==> config.mk <==
export PLATFORM = sky130hd
export DESIGN_NAME = sync_framed_sensor_packet_deframer_top_flat
export DESIGN_NICKNAME = d
export VERILOG_FILES = /design/src/hdl/sfd_pkg.sv /design/src/hdl/sfd_ifs.sv /design/src/hdl/sfd_core.sv /design/src/hdl/sync_framed_sensor_packet_deframer_top.sv /design/src/flat_wrapper.sv
export SDC_FILE = /design/constraint.sdc
export NUM_CORES = 1
export LEC_CHECK = 0
export BUFFER_PORTS_ARGS = -buffer_cell sky130_fd_sc_hd__buf_2
export CELL_PAD_IN_SITES_DETAIL_PLACEMENT = 0
export CELL_PAD_IN_SITES_GLOBAL_PLACEMENT = 1
export CORE_UTILIZATION = 35
export CTS_CLUSTER_DIAMETER = 30
export DETAILED_ROUTE_END_ITERATION = 6
export PLACE_DENSITY_LB_ADDON = 0.1
export SYNTH_ARGS = -nofsm -noshare
export SYNTH_HDL_FRONTEND = slang
export SYNTH_HIERARCHICAL = 1
export SYNTH_SLANG_ARGS = --single-unit
export TNS_END_PERCENT = 30
==> constraint.sdc <==
create_clock -name clk -period 8.4 [get_ports clk]
set_clock_uncertainty 0.2 [all_clocks]
set_input_delay 2.52 -clock clk [delete_from_list [all_inputs] [get_ports clk]]
set_output_delay 2.52 -clock clk [all_outputs]
set_load 0.03 [all_outputs]
==> src/hdl/sfd_pkg.sv <==
// Shared types and constants for the sync-framed sensor packet deframer.
// No dependencies; sfd_core and the deframer top level import this package.
`default_nettype none

package sfd_pkg;

  localparam int unsigned BYTE_W     = 8;
  localparam int unsigned WORD_W     = 16;
  localparam int unsigned SYNC_W     = 32;
  localparam int unsigned IDX_W      = 4;
  localparam int unsigned CFG_IDX_W  = 2;
  localparam int unsigned CFG_DATA_W = SYNC_W;

  // Configuration register indexes
  localparam logic [CFG_IDX_W-1:0] CFG_SYNC_WORD    = 2'd0;
  localparam logic [CFG_IDX_W-1:0] CFG_EXPECTED_VER = 2'd1;

  localparam logic [SYNC_W-1:0] SYNC_WORD_RST = 32'hdead_beef;
  localparam logic [BYTE_W-1:0] EXP_VER_RST   = 8'h02;

  // Byte positions within a frame
  localparam logic [IDX_W-1:0] POS_SYNC_START = 4'd1;
  localparam logic [IDX_W-1:0] POS_SYNC_LAST  = 4'd3;
  localparam logic [IDX_W-1:0] POS_VERSION    = 4'd4;
  localparam logic [IDX_W-1:0] POS_PRESS_LO   = 4'd7;
  localparam logic [IDX_W-1:0] POS_PRESS_HI   = 4'd8;
  localparam logic [IDX_W-1:0] POS_TEMP_LO    = 4'd9;
  localparam logic [IDX_W-1:0] POS_TEMP_HI    = 4'd10;
  localparam logic [IDX_W-1:0] POS_STATUS     = 4'd11;
  localparam logic [IDX_W-1:0] POS_CHECK      = 4'd12;

  typedef enum logic [1:0] {
    PH_HUNT    = 2'd0,
    PH_SYNC    = 2'd1,
    PH_VERSION = 2'd2,
    PH_BODY    = 2'd3
  } phase_t;

  typedef struct packed {
    logic [WORD_W-1:0] pressure_raw;
    logic [WORD_W-1:0] temperature_raw;
    logic [BYTE_W-1:0] sensor_status;
  } result_t;

endpackage

`default_nettype wire

==> src/hdl/sfd_ifs.sv <==
// Valid/ready channel interfaces for the deframer's byte input and result output.
// No dependencies.
`default_nettype none

interface sfd_in_if;
  logic       valid;
  logic       ready;
  logic [7:0] rx_byte;

  modport source (output valid, output rx_byte, input ready);
  modport sink   (input valid, input rx_byte, output ready);
endinterface

interface sfd_out_if;
  logic        valid;
  logic        ready;
  logic [15:0] pressure_raw;
  logic [15:0] temperature_raw;
  logic [7:0]  sensor_status;

  modport source (output valid, output pressure_raw, output temperature_raw,
                  output sensor_status, input ready);
  modport sink   (input valid, input pressure_raw, input temperature_raw,
                  input sensor_status, output ready);
endinterface

`default_nettype wire

==> src/hdl/sfd_core.sv <==
// Frame state machine, running checksum and field capture of the deframer.
// Depends on sfd_pkg.
`default_nettype none

module sfd_core (
  input  wire logic                        clk,
  input  wire logic                        rst_n,
  input  wire logic                        byte_en,
  input  wire logic [sfd_pkg::BYTE_W-1:0]  rx_byte,
  input  wire logic [sfd_pkg::SYNC_W-1:0]  sync_word,
  input  wire logic [sfd_pkg::BYTE_W-1:0]  expected_version,
  output logic                             emit,
  output sfd_pkg::result_t                 result
);
  import sfd_pkg::*;

  phase_t              phase_r, phase_nxt;
  logic [IDX_W-1:0]    idx_r, idx_nxt;
  logic [BYTE_W-1:0]   sum_r, sum_nxt;
  logic [SYNC_W-1:0]   sync_r, sync_nxt;
  logic [WORD_W-1:0]   press_r;
  logic [WORD_W-1:0]   temp_r;
  logic [BYTE_W-1:0]   status_r;
  logic [SYNC_W-1:0]   sync_shift;

  assign sync_shift = {rx_byte, sync_r[SYNC_W-1:BYTE_W]};

  always_comb begin
    phase_nxt = phase_r;
    idx_nxt   = idx_r;
    sum_nxt   = sum_r;
    sync_nxt  = sync_r;
    emit      = 1'b0;
    if (byte_en) begin
      case (phase_r)
        PH_HUNT: begin
          if (rx_byte == sync_word[BYTE_W-1:0]) begin
            phase_nxt = PH_SYNC;
            idx_nxt   = POS_SYNC_START;
            sum_nxt   = rx_byte;
            sync_nxt  = sync_shift;
          end
        end
        PH_SYNC: begin
          sync_nxt = sync_shift;
          sum_nxt  = sum_r + rx_byte;
          idx_nxt  = idx_r + 4'd1;
          if (idx_r == POS_SYNC_LAST) begin
            if (sync_shift == sync_word) begin
              phase_nxt = PH_VERSION;
            end else begin
              phase_nxt = PH_HUNT;
              idx_nxt   = '0;
              sum_nxt   = '0;
            end
          end
        end
        PH_VERSION: begin
          if (rx_byte == expected_version) begin
            phase_nxt = PH_BODY;
            idx_nxt   = POS_VERSION + 4'd1;
            sum_nxt   = sum_r + rx_byte;
          end else begin
            phase_nxt = PH_HUNT;
            idx_nxt   = '0;
            sum_nxt   = '0;
          end
        end
        PH_BODY: begin
          if (idx_r >= POS_CHECK) begin
            // checksum byte: compare, never add; restart either way
            emit      = (rx_byte == sum_r);
            phase_nxt = PH_HUNT;
            idx_nxt   = '0;
            sum_nxt   = '0;
          end else begin
            sum_nxt = sum_r + rx_byte;
            idx_nxt = idx_r + 4'd1;
          end
        end
        default: begin
          phase_nxt = PH_HUNT;
          idx_nxt   = '0;
          sum_nxt   = '0;
        end
      endcase
    end
  end

  always_ff @(posedge clk) begin
    if (!rst_n) begin
      phase_r <= PH_HUNT;
      idx_r   <= '0;
      sum_r   <= '0;
    end else begin
      phase_r <= phase_nxt;
      idx_r   <= idx_nxt;
      sum_r   <= sum_nxt;
    end
  end

  // Captured frame bytes: no reset, each read only after written in the frame
  always_ff @(posedge clk) begin
    sync_r <= sync_nxt;
    if (byte_en && phase_r == PH_BODY) begin
      case (idx_r)
        POS_PRESS_LO: press_r[BYTE_W-1:0]       <= rx_byte;
        POS_PRESS_HI: press_r[WORD_W-1:BYTE_W]  <= rx_byte;
        POS_TEMP_LO:  temp_r[BYTE_W-1:0]        <= rx_byte;
        POS_TEMP_HI:  temp_r[WORD_W-1:BYTE_W]   <= rx_byte;
        POS_STATUS:   status_r                  <= rx_byte;
        default: begin
        end
      endcase
    end
  end

  assign result.pressure_raw    = press_r;
  assign result.temperature_raw = temp_r;
  assign result.sensor_status   = status_r;

`ifndef SYNTHESIS
  a_emit_only_on_check: assert property (@(posedge clk) disable iff (!rst_n)
    emit |-> (phase_r == PH_BODY && idx_r == POS_CHECK))
    else $error("result raised outside the checksum byte");

  a_hunt_after_check: assert property (@(posedge clk) disable iff (!rst_n)
    (byte_en && phase_r == PH_BODY && idx_r == POS_CHECK) |=>
      (phase_r == PH_HUNT && idx_r == '0 && sum_r == '0))
    else $error("no restart after checksum byte");

  a_sync_index_range: assert property (@(posedge clk) disable iff (!rst_n)
    (phase_r == PH_SYNC) |-> (idx_r >= POS_SYNC_START && idx_r <= POS_SYNC_LAST))
    else $error("sync byte index out of range");

  a_body_index_range: assert property (@(posedge clk) disable iff (!rst_n)
    (phase_r == PH_BODY) |-> (idx_r > POS_VERSION && idx_r <= POS_CHECK))
    else $error("body byte index out of range");
`endif

endmodule

`default_nettype wire

==> src/hdl/sync_framed_sensor_packet_deframer_top.sv <==
// A checksum byte is held in the input byte register until the result register can take a
// result; the frame logic then loads the result register, which offers it on out_ch.
// Throughput: one byte per cycle while the result side takes results when offered.
// Stages: input byte register, then frame logic into the result register.
// Reset (rst_n, synchronous): back to hunting, registers to 0xdeadbeef and version 2.
// Top level of the deframer; depends on sfd_pkg, sfd_ifs and sfd_core.
`default_nettype none

module sync_framed_sensor_packet_deframer_top (
  input  wire logic                              clk,
  input  wire logic                              rst_n,
  input  wire logic                              cfg_we,
  input  wire logic [sfd_pkg::CFG_IDX_W-1:0]     cfg_index,
  input  wire logic [sfd_pkg::CFG_DATA_W-1:0]    cfg_wdata,
  sfd_in_if.sink                                 in_ch,
  sfd_out_if.source                              out_ch
);
  import sfd_pkg::*;

  logic [SYNC_W-1:0] sync_word_r;
  logic [BYTE_W-1:0] exp_ver_r;
  logic              in_vld_r;
  logic [BYTE_W-1:0] in_byte_r;
  logic              out_vld_r, out_vld_nxt;
  result_t           res_r;
  result_t           core_res;
  logic              core_emit;
  logic              proc_go;
  logic              byte_en;
  logic              in_take;

  always_ff @(posedge clk) begin
    if (!rst_n) begin
      sync_word_r <= SYNC_WORD_RST;
      exp_ver_r   <= EXP_VER_RST;
    end else if (cfg_we) begin
      case (cfg_index)
        CFG_SYNC_WORD:    sync_word_r <= cfg_wdata;
        CFG_EXPECTED_VER: exp_ver_r   <= cfg_wdata[BYTE_W-1:0];
        default: begin
        end
      endcase
    end
  end

  // Process the held byte only when the result register can take a request
  assign proc_go       = ~out_vld_r | out_ch.ready;
  assign byte_en       = in_vld_r & proc_go;
  assign in_ch.ready   = ~in_vld_r | proc_go;
  assign in_take       = in_ch.valid & in_ch.ready;

  always_ff @(posedge clk) begin
    if (!rst_n) begin
      in_vld_r <= 1'b0;
    end else if (in_ch.ready) begin
      in_vld_r <= in_ch.valid;
    end
  end

  always_ff @(posedge clk) begin
    if (in_take) begin
      in_byte_r <= in_ch.rx_byte;
    end
  end

  sfd_core u_core (
    .clk              (clk),
    .rst_n            (rst_n),
    .byte_en          (byte_en),
    .rx_byte          (in_byte_r),
    .sync_word        (sync_word_r),
    .expected_version (exp_ver_r),
    .emit             (core_emit),
    .result           (core_res)
  );

  always_comb begin
    out_vld_nxt = out_vld_r & ~out_ch.ready;
    if (core_emit) begin
      out_vld_nxt = 1'b1;
    end
  end

  always_ff @(posedge clk) begin
    if (!rst_n) begin
      out_vld_r <= 1'b0;
    end else begin
      out_vld_r <= out_vld_nxt;
    end
  end

  always_ff @(posedge clk) begin
    if (core_emit) begin
      res_r <= core_res;
    end
  end

  assign out_ch.valid           = out_vld_r;
  assign out_ch.pressure_raw    = res_r.pressure_raw;
  assign out_ch.temperature_raw = res_r.temperature_raw;
  assign out_ch.sensor_status   = res_r.sensor_status;

`ifndef SYNTHESIS
  a_hold_unprocessed_byte: assert property (@(posedge clk) disable iff (!rst_n)
    (in_vld_r && !proc_go) |=> (in_vld_r && $stable(in_byte_r)))
    else $error("held input byte lost before processing");

  a_no_result_overwrite: assert property (@(posedge clk) disable iff (!rst_n)
    core_emit |-> (!out_vld_r || out_ch.ready))
    else $error("result raised while previous result still pending");

  a_emit_needs_byte: assert property (@(posedge clk) disable iff (!rst_n)
    core_emit |-> byte_en)
    else $error("result raised without a byte in process");
`endif

endmodule

`default_nettype wire

==> src/flat_wrapper.sv <==
// flat-port wrapper written by rule: the top's interface ports become plain ports
module sync_framed_sensor_packet_deframer_top_flat import sfd_pkg::*;
  (clk, rst_n, cfg_we, cfg_index, cfg_wdata, in_ch_valid, in_ch_rx_byte, in_ch_ready, out_ch_valid, out_ch_pressure_raw, out_ch_temperature_raw, out_ch_sensor_status, out_ch_ready);
  sfd_in_if in_ch_i ();
  sfd_out_if out_ch_i ();
  input  wire logic clk;
  input  wire logic rst_n;
  input  wire logic cfg_we;
  input  wire logic [sfd_pkg::CFG_IDX_W-1:0] cfg_index;
  input  wire logic [sfd_pkg::CFG_DATA_W-1:0] cfg_wdata;
  input wire logic [$bits(in_ch_i.valid)-1:0] in_ch_valid;
  input wire logic [$bits(in_ch_i.rx_byte)-1:0] in_ch_rx_byte;
  output wire logic [$bits(in_ch_i.ready)-1:0] in_ch_ready;
  output wire logic [$bits(out_ch_i.valid)-1:0] out_ch_valid;
  output wire logic [$bits(out_ch_i.pressure_raw)-1:0] out_ch_pressure_raw;
  output wire logic [$bits(out_ch_i.temperature_raw)-1:0] out_ch_temperature_raw;
  output wire logic [$bits(out_ch_i.sensor_status)-1:0] out_ch_sensor_status;
  input wire logic [$bits(out_ch_i.ready)-1:0] out_ch_ready;
  assign in_ch_i.valid = in_ch_valid;
  assign in_ch_i.rx_byte = in_ch_rx_byte;
  assign in_ch_ready = in_ch_i.ready;
  assign out_ch_valid = out_ch_i.valid;
  assign out_ch_pressure_raw = out_ch_i.pressure_raw;
  assign out_ch_temperature_raw = out_ch_i.temperature_raw;
  assign out_ch_sensor_status = out_ch_i.sensor_status;
  assign out_ch_i.ready = out_ch_ready;
  sync_framed_sensor_packet_deframer_top u_core (.clk(clk), .rst_n(rst_n), .cfg_we(cfg_we), .cfg_index(cfg_index), .cfg_wdata(cfg_wdata), .in_ch(in_ch_i), .out_ch(out_ch_i));
endmodule
# Word-level counts from Yosys, hierarchy flattened
# Cells that the tools add are included.
[classes]
n_mux = 24
add_sub_neg = 2
n_reduce_logical = 14
eq_ne = 17
n_bitwise = 8
magnitude_cmp = 1
[op_table]
columns = ["operator", "count"]
rows = [
  ["one-hot mux 32 bit (2 select lines)", 1],
  ["two-way mux 8 bit", 5],
  ["equality test 32 bit", 1],
  ["two-way mux 32 bit", 1],
  ["one-hot mux 8 bit (4 select lines)", 1],
  ["equality test 8 bit", 3],
  ["equality test 4 bit, second input constant", 4],
  ["two-way mux 4 bit", 4],
  ["one-hot mux 4 bit (4 select lines)", 1],
  ["AND reduction 2 bit", 8],
  ["two-way mux 2 bit", 5],
  ["adder 8 bit", 1],
  ["one-hot mux 2 bit (4 select lines)", 1],
  ["!= test 2 bit, second input constant", 3],
  ["adder 4 x 1 -> 4 bit, second input constant", 1],
  ["equality test 2 x 1 -> 1 bit, second input constant", 2],
  ["equality test 2 bit, second input constant", 2],
  ["equality test 4 x 2 -> 1 bit, second input constant", 1],
  ["equality test 4 x 3 -> 1 bit, second input constant", 1],
  ["greater-or-equal comparator 4 bit, second input constant", 1],
  ["logical NOT 2 bit", 2],
  ["two-way mux 1 bit", 4],
  ["AND reduction 4 bit", 1],
  ["bitwise AND 1 bit", 3],
  ["other kinds (6)", 9],
]
[word_totals]
output_inout_bits = 42
reg_bits = 176
elab_cells = 83
inputBits = 47

# Depth between registers and ports, before layout
[depth]
word_depth = 5
depth_mapped = 10
mapped_depth_nobuf = 10

# Modules after synthesis
# The synthesis kept the hierarchy.
[by_module_without_submodules]
columns = ["mod", "area_per_inst_um2", "n_inst", "cells_each", "seq_area_each_um2"]
rows = [
  ["sfd_core", 3634.7, 1, 274, 2202.1],
  ["sync_framed_sensor_packet_deframer_top", 3248.1, 1, 233, 2282.2],
]

# Least setup slack after synthesis
# No wires, ideal clock.
[synth_path]
kind = "input -> register"
startpoint = "input port out_ch_ready"
endpoint = "register u_core.res_r, in the netlist u_core/out_ch.pressure_raw[0] (enable)"
setup_time_ps = 489
arrival_time_ps = 6327
t_required_ps = 7711
cell_stages = 6
slack_ps = 1384
path_buffers = 1
cell_sequence = "nor2b_1 -> nor2b_1 -> clkbuf_1 -> nand3_1 -> or4_1 -> nor3_1"
[synth_between]
elab_chain_cells = 3
[synth_rtl]
columns = ["element", "line_no", "rtl"]
rows = [
  ["start, declared", "flat_wrapper.sv:18", "input wire logic [$bits(out_ch_i.ready)-1:0] out_ch_ready;"],
  ["OR 1 bit", "sync_framed_sensor_packet_deframer_top.sv:47", "assign proc_go = ~out_vld_r | out_ch.ready;"],
  ["bitwise AND 1 bit", "sync_framed_sensor_packet_deframer_top.sv:48", "assign byte_en = in_vld_r & proc_go;"],
  ["via u_core.byte_en", "sync_framed_sensor_packet_deframer_top.sv:29", "logic byte_en;"],
  ["two-way mux 1 bit", "sfd_core.sv:34", "if (byte_en) begin"],
  ["via u_core.core_emit", "sync_framed_sensor_packet_deframer_top.sv:27", "logic core_emit;"],
  ["end signal, assigned", "sync_framed_sensor_packet_deframer_top.sv:94", "res_r <= core_res;"],
  ["end, declared", "sync_framed_sensor_packet_deframer_top.sv:25", "result_t res_r;"],
]
# The timed path passes the listed nets, and every way through them passes these cells.
# A chain may end at the register's enable or synchronous reset.

# Worst setup path in the final report
[layout_path]
startpoint = "input port out_ch_ready"
endpoint = "output port in_ch_ready"
[layout_between]
elab_chain_cells = 2
[layout_rtl]
columns = ["element", "line_no", "rtl"]
rows = [
  ["OR 1 bit", "sync_framed_sensor_packet_deframer_top.sv:47", ""],
  ["OR 1 bit", "sync_framed_sensor_packet_deframer_top.sv:49", "assign in_ch.ready = ~in_vld_r | proc_go;"],
  ["end, declared", "flat_wrapper.sv:13", "output wire logic [$bits(in_ch_i.ready)-1:0] in_ch_ready;"],
]
# Every way passes these cells.

==> out/metrics.cfg <==
[synthesis]
synth_cell_types=53
yosys.area.top_type=edfxtp_1
ys_seq_area_frac=0.652
ys_ff_latch=168
synthesis.nets=566
synth_top_area_share=0.489
synth_common_cells=edfxtp_1, dfxtp_1, nand2_1
syn_area_per_cell_um2=13.6
synth_area_leaders=edfxtp_1, dfxtp_1, xnor2_1
synth.most_common_cell=edfxtp_1
synthCells=507
async_flop_share=0
ys.flop_type=edfxtp_1
ys_warn_count=6
synth_area_um2=6880
synth_edf_count=112

[sta]
setup_violations=0
worstMarginPinSlew_ns=1.20
finalSetupTns_ns=0
timing.final.crit_share=0.676
fmax_ghz=0.176
slew_headroom=0.199
slew_viol_final=0
layout_min_cycle_time_ns=5.68
grt_setup_unrepaired=no
finalHoldViolations=0

[finish]
nets=658
drive_gt1_frac=0.227
fin_cells=872
diodes=0
syn_to_final_growth_pct=18.4
finish.instance_area_um2=8150
fill_cells=1806

[floorplan]
fp.coreArea_um2=19000
die-width_um=142
die-height_um=142
rows=50
dieArea_um2=20200
start_util=0.362
io_pins=89

[placement]
placed_cells=840
gp_congestion=0.742
dp_hpwl_mm=10.0
placed_cell_area_um2=7560
portBuffers=88

[setup_path]
critPathMaxFanout=2
cp-end-kind=primary output
reg2reg_to=u_core/u_core/sync_r[31]$_DFFE_PP_
r2r_start=u_core/in_byte_r[7]$_DFFE_PP_
critPathCapture=in_ch_ready
r2r_setup_slack_ns=4.80
crit_path_start_kind=input pin
worstPathRequired_ns=5.68
r2r_cells=5
arrival_ns=2.96
crit_type=in -> out
crit_start=out_ch_ready

[routing]
drtIter0Drc=176
vias=4142
ant_nets=0
vias_per_cell=4.75
dr.pass1.iters=5
detail_route.wl_per_cell_um=17.2
finalWirelength_mm=15.0
drc_errors=0

[global_route]
overflow=0
grt_max_degree=67
grt_pass1_vias=4130
grt_pass1_wl_mm=23.2
track_usage=0.157
antenna_found_initial=0

[cts]
clk_pin_slew_ns=0.07
cts_tree=built
postCtsSetupBuffers=0
clockBufferDepth=2
cts_hold_buf=0
clk_latency_ns=0.43
cts_max_level=4
cts.sink_count=168
cts-root-buf=clkbuf_16
ctsResizeCount=0
cts_buffers=17

[run]
maxCapViolCount=0

[pwr]
power_density_nw_per_um2=216
leakage_uw=0.00305
peakVddDrop_mv=0.160

[hold_path]
min_path_type=reg -> reg

[status]
status=finished, final reports clean

[worst min-delay path by stage]
stage                     cells after the start                                start  slack (ns)                                         end
after floorplan                               0   u_core/u_core/press_r[0]$_DFFE_PP_        0.20     u_core/out_ch.pressure_raw[0]$_DFFE_PP_
after global placement                        0   u_core/u_core/press_r[4]$_DFFE_PP_        0.20     u_core/out_ch.pressure_raw[4]$_DFFE_PP_
after detailed placement                      0  u_core/u_core/press_r[11]$_DFFE_PP_        0.20    u_core/out_ch.pressure_raw[11]$_DFFE_PP_
after CTS                                     0    u_core/u_core/temp_r[4]$_DFFE_PP_        0.22  u_core/out_ch.temperature_raw[4]$_DFFE_PP_
after global routing                          0    u_core/u_core/temp_r[8]$_DFFE_PP_        0.22  u_core/out_ch.temperature_raw[8]$_DFFE_PP_
final                                         0    u_core/u_core/temp_r[4]$_DFFE_PP_        0.22  u_core/out_ch.temperature_raw[4]$_DFFE_PP_
[area by class of cell]
cell class | instances | area (um2) | share of cell area
sequential | 168 | 4480 | 0.550
multi-input combinational | 281 | 2120 | 0.260
timing repair buffer | 97 | 508 | 0.0624
clock buffer | 17 | 425 | 0.0522
tap | 260 | 325 | 0.0399
clock inverter | 15 | 158 | 0.0194
inverter | 34 | 128 | 0.0157
[registers in the layout, indices dropped and copies added, names as in the netlist, 16 cells and up]
signal                         count
u_core/out_ch.pressure_raw        16
u_core/out_ch.temperature_raw     16
u_core/sync_word_r                32
u_core/u_core/press_r             16
u_core/u_core/sync_r              24
u_core/u_core/temp_r              16
[cells by family after synthesis]
logic type	count (synthesis)	synth area share
xor+xnor	55	0.0711
compound gates	68	0.0665
fa+ha+maj	12	0.0229
mux	17	0.0247
simple gates	129	0.121
flops	168	0.652
buf+inv	58	0.0418
[cell usage in the layout (no fill, tap or decap), drive strengths merged, types with 2 or more instances in the layout]
cell type and instances:
buf 97, clkinvlp 3, o211ai 24, o22ai 2, nor4 6, nor2b 8
inv 42, dfxtp 56, nand4bb 23, nand4 8, clkbuf 17, nand3 10
nor2 10, o21a 3, nand3b 5, and2 5, o21ai 11, edfxtp 112
clkinv 3, a21oi 15, a21boi 2, xor2 18, nor3 7, a22oi 2
nor3b 3, nand2 37, xnor2 37, ha 11, mux2i 17, and3 2
[worst max-delay path, stage by stage]
cell      delay (ns)
buf_2           0.10
nand3b_1        0.15
buf_2           0.19
[per-layer routing]
layer / vias to the layer above / share of wire / track usage / wire [um]
li1: 2043 / - / - / -
met1: 1985 / 0.51 / 0.215 / 7600
met2: 101 / 0.44 / 0.243 / 6640
met3: 13 / 0.037 / 0.0293 / 552
met4: 0 / 0.014 / 0.0645 / 203
met5: - / 0 / 0 / 0
[where the power goes]
group	switching, uW	internal [uW]	leakage (uW)
logic	52.7	39.7	0.00130
clock network	342	420	0.000279
registers	13.5	890	0.00147
total	408	1350	0.00305
[metrics by stage]
stage	utilization	total power, uW	hold slack (ns)	worst slack, ns
finish	0.428	1760	0.217	2.72
global route	0.428	1820	0.222	2.71
CTS	0.428	1780	0.219	2.72
detailed placement	0.398	1020	0.205	2.72
global placement	0.398	1020	0.203	2.72
floorplan	-	976	0.200	1.38
No activity file was read; power rests on OpenSTA's default activity.
